File: src/rtl/assert_macros.svh
// Assertion macros for the dirty-rectangle RTL.
// Bodies compile to nothing when SYNTH is defined.
`ifndef ASSERT_MACROS_SVH
`define ASSERT_MACROS_SVH
`ifndef SYNTH
`define AST_IMP(lbl, clk, rst_n, ante, cons, msg) \
  lbl: assert property (@(posedge clk) disable iff (!rst_n) (ante) |-> (cons)) else $error(msg);
`define AST_NXT(lbl, clk, rst_n, ante, cons, msg) \
  lbl: assert property (@(posedge clk) disable iff (!rst_n) (ante) |=> (cons)) else $error(msg);
`else
`define AST_IMP(lbl, clk, rst_n, ante, cons, msg)
`define AST_NXT(lbl, clk, rst_n, ante, cons, msg)
`endif
`endif

File: src/rtl/dra_pkg.sv
// Shared constants, codes and types for the dirty-rectangle accumulator.
// No dependencies.
`default_nettype none
package dra_pkg;

  localparam int COORD_BITS_DEF = 12;
  localparam int RECT_W         = 16;
  localparam int REQ_W          = 2;
  localparam int PCT_W          = 8;
  localparam int AREA_OUT_W     = 24;
  localparam int CFG_IDX_W      = 2;

  localparam int unsigned PCT_SCALE    = 100;
  localparam int unsigned SCREEN_W_RST = 128;
  localparam int unsigned SCREEN_H_RST = 64;

  localparam logic [REQ_W-1:0] REQ_ADD   = 2'd0;
  localparam logic [REQ_W-1:0] REQ_CLEAR = 2'd1;
  localparam logic [REQ_W-1:0] REQ_FULL  = 2'd2;

  localparam logic [CFG_IDX_W-1:0] CFG_SCREEN_W = 2'd0;
  localparam logic [CFG_IDX_W-1:0] CFG_SCREEN_H = 2'd1;
  localparam logic [CFG_IDX_W-1:0] CFG_FULL_PCT = 2'd2;

  typedef struct packed {
    logic went_full;
    logic add_dropped;
  } flags_t;

endpackage
`default_nettype wire

File: src/rtl/dra_in_if.sv
// Request channel: valid/ready plus one add/clear/mark-full request word.
// Depends on dra_pkg.
`default_nettype none
interface dra_in_if;
  import dra_pkg::*;

  logic                     valid;
  logic                     ready;
  logic [REQ_W-1:0]         req_type;
  logic signed [RECT_W-1:0] rect_x;
  logic signed [RECT_W-1:0] rect_y;
  logic signed [RECT_W-1:0] rect_w;
  logic signed [RECT_W-1:0] rect_h;

  modport source (output valid, req_type, rect_x, rect_y, rect_w, rect_h, input ready);
  modport sink   (input valid, req_type, rect_x, rect_y, rect_w, rect_h, output ready);
endinterface
`default_nettype wire

File: src/rtl/dra_out_if.sv
// Result channel: valid/ready plus the dirty box, its area and status flags.
// Depends on dra_pkg.
`default_nettype none
interface dra_out_if #(
  parameter int COORD_BITS = dra_pkg::COORD_BITS_DEF
);
  import dra_pkg::*;

  logic                   valid;
  logic                   ready;
  logic                   dirty_valid;
  logic [COORD_BITS-1:0]  dirty_left;
  logic [COORD_BITS-1:0]  dirty_top;
  logic [COORD_BITS-1:0]  dirty_right;
  logic [COORD_BITS-1:0]  dirty_bottom;
  logic [AREA_OUT_W-1:0]  dirty_area;
  logic                   went_full;
  logic                   add_dropped;

  modport source (output valid, dirty_valid, dirty_left, dirty_top, dirty_right,
                  dirty_bottom, dirty_area, went_full, add_dropped, input ready);
  modport sink   (input valid, dirty_valid, dirty_left, dirty_top, dirty_right,
                  dirty_bottom, dirty_area, went_full, add_dropped, output ready);
endinterface
`default_nettype wire

File: src/rtl/dra_core.sv
// Next-state logic: clip a request to the screen, merge it into the box,
// check the full-screen promotion and pick the new region. Depends on dra_pkg.
`default_nettype none
module dra_core #(
  parameter int COORD_BITS = dra_pkg::COORD_BITS_DEF
) (
  input  logic [dra_pkg::REQ_W-1:0]         req_type,
  input  logic signed [dra_pkg::RECT_W-1:0] rect_x,
  input  logic signed [dra_pkg::RECT_W-1:0] rect_y,
  input  logic signed [dra_pkg::RECT_W-1:0] rect_w,
  input  logic signed [dra_pkg::RECT_W-1:0] rect_h,
  input  logic [COORD_BITS-1:0]             screen_w,
  input  logic [COORD_BITS-1:0]             screen_h,
  input  logic [dra_pkg::PCT_W-1:0]         full_pct,
  input  logic [2*COORD_BITS-1:0]           screen_area,
  input  logic                              cur_valid,
  input  logic [COORD_BITS-1:0]             cur_left,
  input  logic [COORD_BITS-1:0]             cur_top,
  input  logic [COORD_BITS-1:0]             cur_right,
  input  logic [COORD_BITS-1:0]             cur_bottom,
  input  logic [2*COORD_BITS-1:0]           cur_area,
  output logic                              nxt_valid,
  output logic [COORD_BITS-1:0]             nxt_left,
  output logic [COORD_BITS-1:0]             nxt_top,
  output logic [COORD_BITS-1:0]             nxt_right,
  output logic [COORD_BITS-1:0]             nxt_bottom,
  output logic [2*COORD_BITS-1:0]           nxt_area,
  output dra_pkg::flags_t                   nxt_flags
);
  import dra_pkg::*;

  localparam int CB  = COORD_BITS;
  localparam int ATW = 2*CB + 9;   // holds area*100 and screen_area*pct

  logic signed [RECT_W-1:0] far_x, far_y, near_x, near_y;
  logic signed [RECT_W-1:0] lim_x, lim_y, clip_x, clip_y;
  logic                     screen_ok, size_ok, keep, promote;
  logic [CB-1:0]            new_l, new_t, new_r, new_b;
  logic [CB-1:0]            mrg_l, mrg_t, mrg_r, mrg_b;
  logic [CB:0]              span_x, span_y;
  logic [2*CB+1:0]          mrg_area;
  logic [ATW-1:0]           area_pct, thresh;
  logic [CB-1:0]            full_r, full_b;

  assign screen_ok = (screen_w != '0) && (screen_h != '0);
  assign size_ok   = !rect_w[RECT_W-1] && (rect_w != '0) &&
                     !rect_h[RECT_W-1] && (rect_h != '0);

  // far edges wrap at 16 bits
  assign far_x  = rect_x + rect_w - 16'sd1;
  assign far_y  = rect_y + rect_h - 16'sd1;
  assign near_x = rect_x[RECT_W-1] ? '0 : rect_x;
  assign near_y = rect_y[RECT_W-1] ? '0 : rect_y;

  assign full_r = screen_w - CB'(1);
  assign full_b = screen_h - CB'(1);
  assign lim_x  = $signed({{(RECT_W-CB){1'b0}}, full_r});
  assign lim_y  = $signed({{(RECT_W-CB){1'b0}}, full_b});
  assign clip_x = (far_x > lim_x) ? lim_x : far_x;
  assign clip_y = (far_y > lim_y) ? lim_y : far_y;

  assign keep = screen_ok && size_ok && !(clip_x < near_x) && !(clip_y < near_y);

  assign new_l = near_x[CB-1:0];
  assign new_t = near_y[CB-1:0];
  assign new_r = clip_x[CB-1:0];
  assign new_b = clip_y[CB-1:0];

  assign mrg_l = (!cur_valid || new_l < cur_left)   ? new_l : cur_left;
  assign mrg_t = (!cur_valid || new_t < cur_top)    ? new_t : cur_top;
  assign mrg_r = (!cur_valid || new_r > cur_right)  ? new_r : cur_right;
  assign mrg_b = (!cur_valid || new_b > cur_bottom) ? new_b : cur_bottom;

  assign span_x   = {1'b0, mrg_r} - {1'b0, mrg_l} + (CB+1)'(1);
  assign span_y   = {1'b0, mrg_b} - {1'b0, mrg_t} + (CB+1)'(1);
  assign mrg_area = span_x * span_y;

  assign area_pct = ATW'(mrg_area) * ATW'(PCT_SCALE);
  assign thresh   = ATW'(screen_area) * ATW'(full_pct);
  assign promote  = keep && (full_pct != '0) && (area_pct >= thresh);

  always_comb begin
    nxt_valid  = cur_valid;
    nxt_left   = cur_left;
    nxt_top    = cur_top;
    nxt_right  = cur_right;
    nxt_bottom = cur_bottom;
    nxt_area   = cur_area;
    nxt_flags  = '0;
    unique case (req_type)
      REQ_ADD: begin
        nxt_flags.add_dropped = !keep;
        nxt_flags.went_full   = promote;
        if (promote) begin
          nxt_valid  = 1'b1;
          nxt_left   = '0;
          nxt_top    = '0;
          nxt_right  = full_r;
          nxt_bottom = full_b;
          nxt_area   = screen_area;
        end else if (keep) begin
          nxt_valid  = 1'b1;
          nxt_left   = mrg_l;
          nxt_top    = mrg_t;
          nxt_right  = mrg_r;
          nxt_bottom = mrg_b;
          nxt_area   = mrg_area[2*CB-1:0];
        end
      end
      REQ_CLEAR: begin
        nxt_valid  = 1'b0;
        nxt_left   = '0;
        nxt_top    = '0;
        nxt_right  = '0;
        nxt_bottom = '0;
        nxt_area   = '0;
      end
      REQ_FULL: begin
        if (screen_ok) begin
          nxt_valid  = 1'b1;
          nxt_left   = '0;
          nxt_top    = '0;
          nxt_right  = full_r;
          nxt_bottom = full_b;
          nxt_area   = screen_area;
        end
      end
      default: begin
      end
    endcase
  end

endmodule
`default_nettype wire

File: src/rtl/dirty_rect_accumulator_top.sv
// Dirty-rectangle accumulator: one bounding box of pixels to redraw.
// A request accepted into the input register reaches the result register when the
// output is free; one request per cycle unless out_ch.ready stalls. The box update,
// area multiply and promotion compare all close in the single stage in between.
// Reset (synchronous, rst_n low): box cleared, screen 128x64, promotion off.
`default_nettype none
`include "assert_macros.svh"
module dirty_rect_accumulator_top #(
  parameter int COORD_BITS = dra_pkg::COORD_BITS_DEF
) (
  input  logic                                clk,
  input  logic                                rst_n,
  dra_in_if.sink                              in_ch,
  dra_out_if.source                           out_ch,
  input  logic                                cfg_we,
  input  logic [dra_pkg::CFG_IDX_W-1:0]       cfg_idx,
  input  logic [((COORD_BITS > dra_pkg::PCT_W) ? COORD_BITS : dra_pkg::PCT_W)-1:0] cfg_data
);
  import dra_pkg::*;

  localparam int CB = COORD_BITS;
  localparam logic [CB-1:0]   SW_RST   = CB'(SCREEN_W_RST);
  localparam logic [CB-1:0]   SH_RST   = CB'(SCREEN_H_RST);
  localparam logic [2*CB-1:0] PROD_RST = (2*CB)'(SW_RST) * (2*CB)'(SH_RST);

  // configuration
  logic [CB-1:0]    screen_w_r, screen_w_nxt;
  logic [CB-1:0]    screen_h_r, screen_h_nxt;
  logic [PCT_W-1:0] full_pct_r, full_pct_nxt;
  logic [2*CB-1:0]  screen_area_r, screen_area_nxt;

  // input register
  logic                     s1_valid_r;
  logic [REQ_W-1:0]         s1_req_r;
  logic signed [RECT_W-1:0] s1_x_r, s1_y_r, s1_w_r, s1_h_r;

  // region state, also the result payload
  logic            region_valid_r, region_valid_nxt;
  logic [CB-1:0]   region_left_r, region_left_nxt;
  logic [CB-1:0]   region_top_r, region_top_nxt;
  logic [CB-1:0]   region_right_r, region_right_nxt;
  logic [CB-1:0]   region_bottom_r, region_bottom_nxt;
  logic [2*CB-1:0] region_area_r, region_area_nxt;
  flags_t          flags_r, flags_nxt;
  logic            out_valid_r;

  logic in_acc, out_free, s1_adv;
  logic [2*CB+AREA_OUT_W-1:0] area_ext;

  always_comb begin
    screen_w_nxt = screen_w_r;
    screen_h_nxt = screen_h_r;
    full_pct_nxt = full_pct_r;
    if (cfg_we) begin
      unique case (cfg_idx)
        CFG_SCREEN_W: screen_w_nxt = cfg_data[CB-1:0];
        CFG_SCREEN_H: screen_h_nxt = cfg_data[CB-1:0];
        CFG_FULL_PCT: full_pct_nxt = cfg_data[PCT_W-1:0];
        default: begin
        end
      endcase
    end
  end

  // only one dimension changes per write, so this is one multiply
  assign screen_area_nxt = (2*CB)'(screen_w_nxt) * (2*CB)'(screen_h_nxt);

  always_ff @(posedge clk) begin
    if (!rst_n) begin
      screen_w_r    <= SW_RST;
      screen_h_r    <= SH_RST;
      full_pct_r    <= '0;
      screen_area_r <= PROD_RST;
    end else begin
      screen_w_r    <= screen_w_nxt;
      screen_h_r    <= screen_h_nxt;
      full_pct_r    <= full_pct_nxt;
      screen_area_r <= screen_area_nxt;
    end
  end

  // handshake
  assign out_free    = !out_valid_r || out_ch.ready;
  assign s1_adv      = s1_valid_r && out_free;
  assign in_ch.ready = !s1_valid_r || s1_adv;
  assign in_acc      = in_ch.valid && in_ch.ready;

  always_ff @(posedge clk) begin
    if (!rst_n) begin
      s1_valid_r  <= 1'b0;
      out_valid_r <= 1'b0;
    end else begin
      if (in_acc) begin
        s1_valid_r <= 1'b1;
      end else if (s1_adv) begin
        s1_valid_r <= 1'b0;
      end
      if (s1_adv) begin
        out_valid_r <= 1'b1;
      end else if (out_ch.ready) begin
        out_valid_r <= 1'b0;
      end
    end
  end

  always_ff @(posedge clk) begin
    if (in_acc) begin
      s1_req_r <= in_ch.req_type;
      s1_x_r   <= in_ch.rect_x;
      s1_y_r   <= in_ch.rect_y;
      s1_w_r   <= in_ch.rect_w;
      s1_h_r   <= in_ch.rect_h;
    end
  end

  dra_core #(
    .COORD_BITS (COORD_BITS)
  ) u_core (
    .req_type    (s1_req_r),
    .rect_x      (s1_x_r),
    .rect_y      (s1_y_r),
    .rect_w      (s1_w_r),
    .rect_h      (s1_h_r),
    .screen_w    (screen_w_r),
    .screen_h    (screen_h_r),
    .full_pct    (full_pct_r),
    .screen_area (screen_area_r),
    .cur_valid   (region_valid_r),
    .cur_left    (region_left_r),
    .cur_top     (region_top_r),
    .cur_right   (region_right_r),
    .cur_bottom  (region_bottom_r),
    .cur_area    (region_area_r),
    .nxt_valid   (region_valid_nxt),
    .nxt_left    (region_left_nxt),
    .nxt_top     (region_top_nxt),
    .nxt_right   (region_right_nxt),
    .nxt_bottom  (region_bottom_nxt),
    .nxt_area    (region_area_nxt),
    .nxt_flags   (flags_nxt)
  );

  // region only moves when a result is loaded, so it doubles as the result word
  always_ff @(posedge clk) begin
    if (!rst_n) begin
      region_valid_r  <= 1'b0;
      region_left_r   <= '0;
      region_top_r    <= '0;
      region_right_r  <= '0;
      region_bottom_r <= '0;
      region_area_r   <= '0;
      flags_r         <= '0;
    end else if (s1_adv) begin
      region_valid_r  <= region_valid_nxt;
      region_left_r   <= region_left_nxt;
      region_top_r    <= region_top_nxt;
      region_right_r  <= region_right_nxt;
      region_bottom_r <= region_bottom_nxt;
      region_area_r   <= region_area_nxt;
      flags_r         <= flags_nxt;
    end
  end

  assign area_ext = {{AREA_OUT_W{1'b0}}, region_area_r};

  assign out_ch.valid        = out_valid_r;
  assign out_ch.dirty_valid  = region_valid_r;
  assign out_ch.dirty_left   = region_left_r;
  assign out_ch.dirty_top    = region_top_r;
  assign out_ch.dirty_right  = region_right_r;
  assign out_ch.dirty_bottom = region_bottom_r;
  assign out_ch.dirty_area   = area_ext[AREA_OUT_W-1:0];
  assign out_ch.went_full    = flags_r.went_full;
  assign out_ch.add_dropped  = flags_r.add_dropped;

  `AST_IMP(a_flags_excl, clk, rst_n, out_valid_r, !(flags_r.went_full && flags_r.add_dropped), "went_full and add_dropped both set")
  `AST_IMP(a_empty_zero, clk, rst_n, !region_valid_r, (region_left_r == '0) && (region_top_r == '0) && (region_right_r == '0) && (region_bottom_r == '0) && (region_area_r == '0), "empty region not all zero")
  `AST_IMP(a_box_order, clk, rst_n, region_valid_r, (region_left_r <= region_right_r) && (region_top_r <= region_bottom_r), "region edges out of order")
  `AST_NXT(a_clear_empties, clk, rst_n, s1_adv && (s1_req_r == REQ_CLEAR), !region_valid_r && !flags_r.went_full && !flags_r.add_dropped, "clear left region held")
  `AST_IMP(a_full_origin, clk, rst_n, out_valid_r && flags_r.went_full, region_valid_r && (region_left_r == '0) && (region_top_r == '0), "promotion did not cover the screen origin")

endmodule
`default_nettype wire
File: src/flat_wrapper.sv
// flat-port wrapper written by rule: the top's interface ports become plain ports
module dirty_rect_accumulator_top_flat import dra_pkg::*;
#(
  parameter int COORD_BITS = dra_pkg::COORD_BITS_DEF
)
  (clk, rst_n, cfg_we, cfg_idx, cfg_data, in_ch_valid, in_ch_req_type, in_ch_rect_x, in_ch_rect_y, in_ch_rect_w, in_ch_rect_h, in_ch_ready, out_ch_valid, out_ch_dirty_valid, out_ch_dirty_left, out_ch_dirty_top, out_ch_dirty_right, out_ch_dirty_bottom, out_ch_dirty_area, out_ch_went_full, out_ch_add_dropped, out_ch_ready);
  dra_in_if in_ch_i ();
  dra_out_if #(.COORD_BITS(COORD_BITS)) out_ch_i ();
  input  logic clk;
  input  logic rst_n;
  input  logic cfg_we;
  input  logic [dra_pkg::CFG_IDX_W-1:0] cfg_idx;
  input  logic [((COORD_BITS > dra_pkg::PCT_W) ? COORD_BITS : dra_pkg::PCT_W)-1:0] cfg_data;
  input wire logic [$bits(in_ch_i.valid)-1:0] in_ch_valid;
  input wire logic [$bits(in_ch_i.req_type)-1:0] in_ch_req_type;
  input wire logic [$bits(in_ch_i.rect_x)-1:0] in_ch_rect_x;
  input wire logic [$bits(in_ch_i.rect_y)-1:0] in_ch_rect_y;
  input wire logic [$bits(in_ch_i.rect_w)-1:0] in_ch_rect_w;
  input wire logic [$bits(in_ch_i.rect_h)-1:0] in_ch_rect_h;
  output wire logic [$bits(in_ch_i.ready)-1:0] in_ch_ready;
  output wire logic [$bits(out_ch_i.valid)-1:0] out_ch_valid;
  output wire logic [$bits(out_ch_i.dirty_valid)-1:0] out_ch_dirty_valid;
  output wire logic [$bits(out_ch_i.dirty_left)-1:0] out_ch_dirty_left;
  output wire logic [$bits(out_ch_i.dirty_top)-1:0] out_ch_dirty_top;
  output wire logic [$bits(out_ch_i.dirty_right)-1:0] out_ch_dirty_right;
  output wire logic [$bits(out_ch_i.dirty_bottom)-1:0] out_ch_dirty_bottom;
  output wire logic [$bits(out_ch_i.dirty_area)-1:0] out_ch_dirty_area;
  output wire logic [$bits(out_ch_i.went_full)-1:0] out_ch_went_full;
  output wire logic [$bits(out_ch_i.add_dropped)-1:0] out_ch_add_dropped;
  input wire logic [$bits(out_ch_i.ready)-1:0] out_ch_ready;
  assign in_ch_i.valid = in_ch_valid;
  assign in_ch_i.req_type = in_ch_req_type;
  assign in_ch_i.rect_x = in_ch_rect_x;
  assign in_ch_i.rect_y = in_ch_rect_y;
  assign in_ch_i.rect_w = in_ch_rect_w;
  assign in_ch_i.rect_h = in_ch_rect_h;
  assign in_ch_ready = in_ch_i.ready;
  assign out_ch_valid = out_ch_i.valid;
  assign out_ch_dirty_valid = out_ch_i.dirty_valid;
  assign out_ch_dirty_left = out_ch_i.dirty_left;
  assign out_ch_dirty_top = out_ch_i.dirty_top;
  assign out_ch_dirty_right = out_ch_i.dirty_right;
  assign out_ch_dirty_bottom = out_ch_i.dirty_bottom;
  assign out_ch_dirty_area = out_ch_i.dirty_area;
  assign out_ch_went_full = out_ch_i.went_full;
  assign out_ch_add_dropped = out_ch_i.add_dropped;
  assign out_ch_i.ready = out_ch_ready;
  dirty_rect_accumulator_top #(.COORD_BITS(COORD_BITS)) u_core (.clk(clk), .rst_n(rst_n), .in_ch(in_ch_i), .out_ch(out_ch_i), .cfg_we(cfg_we), .cfg_idx(cfg_idx), .cfg_data(cfg_data));
endmodule
File: config.mk
export PLATFORM = sky130hd
export DESIGN_NAME = dirty_rect_accumulator_top_flat
export DESIGN_NICKNAME = d
export VERILOG_FILES = /design/src/rtl/dra_pkg.sv /design/src/rtl/dra_in_if.sv /design/src/rtl/dra_out_if.sv /design/src/rtl/dra_core.sv /design/src/rtl/dirty_rect_accumulator_top.sv /design/src/flat_wrapper.sv
export VERILOG_INCLUDE_DIRS = /design/src /design/src/rtl
export SDC_FILE = /design/constraint.sdc
export NUM_CORES = 2
export LEC_CHECK = 0
export BUFFER_PORTS_ARGS = -buffer_cell sky130_fd_sc_hd__buf_2
export CAP_MARGIN = 20
export CORE_ASPECT_RATIO = 1.5
export CORE_MARGIN = 2
export CORE_UTILIZATION = 60
export DETAILED_ROUTE_END_ITERATION = 6
export PLACE_DENSITY = 0.83
export SLEW_MARGIN = 20
export SYNTH_ARGS = -nofsm -noshare
export SYNTH_HDL_FRONTEND = slang
export SYNTH_SLANG_ARGS = --single-unit
File: constraint.sdc
create_clock -name clk -period 25.4 [get_ports clk]
set_input_delay 1.27 -clock clk [delete_from_list [all_inputs] [get_ports clk]]
set_output_delay 1.27 -clock clk [all_outputs]
set_load 0.01 [all_outputs]
==> key figures <==
Worst setup path
  – Worst path top cell family by delay: adder cells
  – Slowest CP cell: xor2_1
  – Slowest stage delay, CP: 760 ps
  – CP endpoint kind: register
  – WP data required: approximately 26000 ps
  – CP Class: reg2reg
  – Register-to-register setup slack: between 4000 and 5000 ps
  – Cells on worst reg2reg path: between 80 and 90
  – Critical path depth in cells: 81
  – CP Data Arrival Time: 21230 ps
  – Crit path top cell by count: ha_1
  – Buf/Inv on CP: 9
  – Crit Path Max Fanout: 57
  – Startpoint types: register

Timing
  – Slew margin rel.: between 20% and 30%
  – Final setup fails: 0
  – Setup_tns: 0 ps
  – Final worst-path cycle share: 82.0%
  – Slew Limit Fails: 0
  – Clock Skews: 21.3 ps
  – Actual slew at the worst max-slew pin: 1070 ps
  – Final worst path period need: between 20000 and 25000 ps
  – Unrepaired setup endpoints after global routing: no
  – Final Hold Vio Count: 0
  – F_max: 48.0 MHz

Drt
  – 1st-iter DRT viols: 1832
  – Final wirelength: 92.0 mm
  – Routed Antenna Nets: 0
  – DR vias: 28.5k
  – Vias per inst: ~5.9
  – Residual DRC: 0
  – Average wire per cell in the routed design: approximately 19 um
  – DRT Pass-1 Iters: 5

Synthesis
  – Ys async rst share: 0%
  – Synth unique cells: 87
  – Top FF cell, synth: dfxtp_1
  – Synth Register Bits: 199
  – Post-Synthesis Cells: 3981
  – Synthesis Warnings: 0
  – Synthesized area: between 30000 and 40000 um^2
  – Mapped Nets: 4950
  – Syn_area_per_cell: 8.59 um^2
  – Share of the yosys chip area belonging to registers: 13.6%
  – EDFF count, synth: 66

Clocking
  – Total CTS buffers: 17
  – CTS tree: done
  – Resized Gates After CTS: 0
  – Worst-Skew Late Latency: 480 ps
  – Setup Buffers After CTS: 0
  – CTS clk-pin slew, worst paths: 90 ps
  – Root Driver: clkbuf_16
  – CTS H-tree lvls: 4
  – Hold Buf Count CTS: 0
  – Clock Sinks: 199
  – Max clock buf depth: 2

Placement
  – Post-DP HPWL: 74.5 mm
  – I/O Buffers: 161
  – RePlAce Congestion: 0.978

GRT
  – GRT overflow: 0
  – GRT met1 Usage: 36.0%
  – Total GRT Usage: between 30% and 40%
  – Grt met3 use: 4.21%
  – Grt peak-use layer: met2
  – First-pass GRT wire length: about 150 mm
  – Vias in the first global route: around 29k
  – GR Util met2: 55.2%
  – Initial antenna violation count: 0
  – Pin count of the biggest net entering global routing: 71

Hold path
  – Min-delay worst type: reg2reg
  – Min-Delay Path Depth: 1

Floorplan
  – Io pins: 162
  – Die Y: 296 um
  – Chip Width: 199 um
  – Die area: 59000 um^2
  – Num rows: 107
  – Core box area: 56600 um^2
  – Initial core utilization: 60.4%

Layout
  – Share of post-route cells with drive strength above 1: 7.79%
  – Commonest cells after routing, fill and taps aside: inv_1, ha_1, nand2_1
  – Net count, final: approximately 5k
  – Area Growth Syn to Fin: 5.81%
  – Ant. Diodes: 0
  – Most common cell after layout, fill and taps aside: inv_1

Run status
  – Status: complete, no violations

Job
  – Max_cap viols: 0
## cells in the mapped netlist (9+ instances only)
cell type | instances | area share, %
a311oi_1 | 10 | 0.26
mux2_2 | 37 | 1.2
o211ai_1 | 32 | 0.70
xor2_1 | 55 | 1.4
edfxtp_1 | 66 | 5.8
a21o_1 | 67 | 1.5
o21a_1 | 38 | 0.83
buf_1 | 9 | 0.099
xnor2_1 | 90 | 2.3
nand2b_1 | 74 | 1.4
a21oi_1 | 149 | 2.2
nand4_1 | 28 | 0.51
or3_1 | 26 | 0.48
nand2_1 | 410 | 4.5
inv_1 | 714 | 7.8
nor2_1 | 181 | 2.0
a41oi_2 | 13 | 0.62
buf_2 | 15 | 0.22
mux2i_1 | 65 | 1.9
a21boi_0 | 11 | 0.24
nand3_1 | 57 | 0.83
o21ai_0 | 133 | 1.9
and2_1 | 184 | 3.4
ha_1 | 506 | 19
nor3_1 | 55 | 0.80
a31oi_1 | 31 | 0.57
o21bai_1 | 23 | 0.50
nor4_1 | 15 | 0.27
a211oi_1 | 27 | 0.59
dfxtp_1 | 133 | 7.8
nor3b_1 | 13 | 0.29
or2_2 | 15 | 0.27
o2bb2ai_1 | 23 | 0.59
fa_1 | 378 | 22
and3_1 | 16 | 0.29
clkbuf_1 | 122 | 1.3
nor2b_1 | 34 | 0.62
## sequential cells by signal, indices dropped and copies added, names as in the netlist, 16 cells and up
name                      count
u_core.s1_y_r                16
u_core.s1_h_r                16
u_core.s1_w_r                16
u_core.s1_x_r                16
u_core.out_ch.dirty_area     24
u_core.screen_area_r         24
## logic make-up (layout without fill, tap and decap cells)
logic type | Yosys count | in the layout | share of synthesized area (%)
simple gates | 1132 | 1132 | 16.2
flops | 199 | 199 | 13.6
xor+xnor | 145 | 145 | 3.71
mux | 102 | 102 | 3.12
fa+ha+maj | 884 | 884 | 40.6
buf+inv | 873 | 946 | 9.84
compound gates | 646 | 646 | 12.9
## metrics by stage
stage | util, % | setup slack, ps | cell area (um^2) | instances | hold WS (ps)
global placement | 62.8 | 5400 | 35600 | 4785 | 485
detailed placement | 62.8 | 4940 | 35600 | 4785 | 487
floorplan | - | 7560 | 34200 | 3981 | 476
global route | 63.9 | 2880 | 36200 | 4817 | 516
CTS | 63.9 | 4810 | 36200 | 4817 | 505
finish | 63.9 | 4580 | 36200 | 4817 | 503
## final cells by class
class	count	area, um^2
inverters	716	2690
fillers	4641	20400
repair buffers	198	1080
multi-input cells	2909	26200
clock inverters	14	160
clock buffers	18	429
flip-flops and latches	199	4640
well taps	763	955
## worst reg2reg max path, delay by kind of cell (launching register included)
| family | cells | cell delay (ps) |
|---|---|---|
| AO/OA/AOI/OAI | 31 | 6120 |
| multiplexers | 1 | 430 |
| adder cells (fa/ha/maj) | 19 | 7070 |
| AND/OR/NAND/NOR | 18 | 4770 |
| flip-flops | 1 | 370 |
| buffers and inverters | 9 | 810 |
| XOR/XNOR | 3 | 1210 |
## worst paths after layout
| path | start | end |
|---|---|---|
| worst max-delay path | u_core.s1_w_r[1] | u_core.out_ch.dirty_right[9] |
| worst min-delay path | u_core.out_ch.dirty_left[7] | u_core.out_ch.dirty_left[7] |
| worst max register to register | u_core.s1_w_r[1] | u_core.out_ch.dirty_right[9] |
| worst min register to register | u_core.out_ch.dirty_left[7] | u_core.out_ch.dirty_left[7] |
## per-layer routing
metal  vias up  wire (um)
li1      13200          -
met1     13800      33300
met2      1167      45600
met3       367       5960
met4         0       7170
met5         -          0
Power is left out: the tool's default activity adds up to more than one toggle a clock period on the data nets, which glitch-free logic cannot reach.
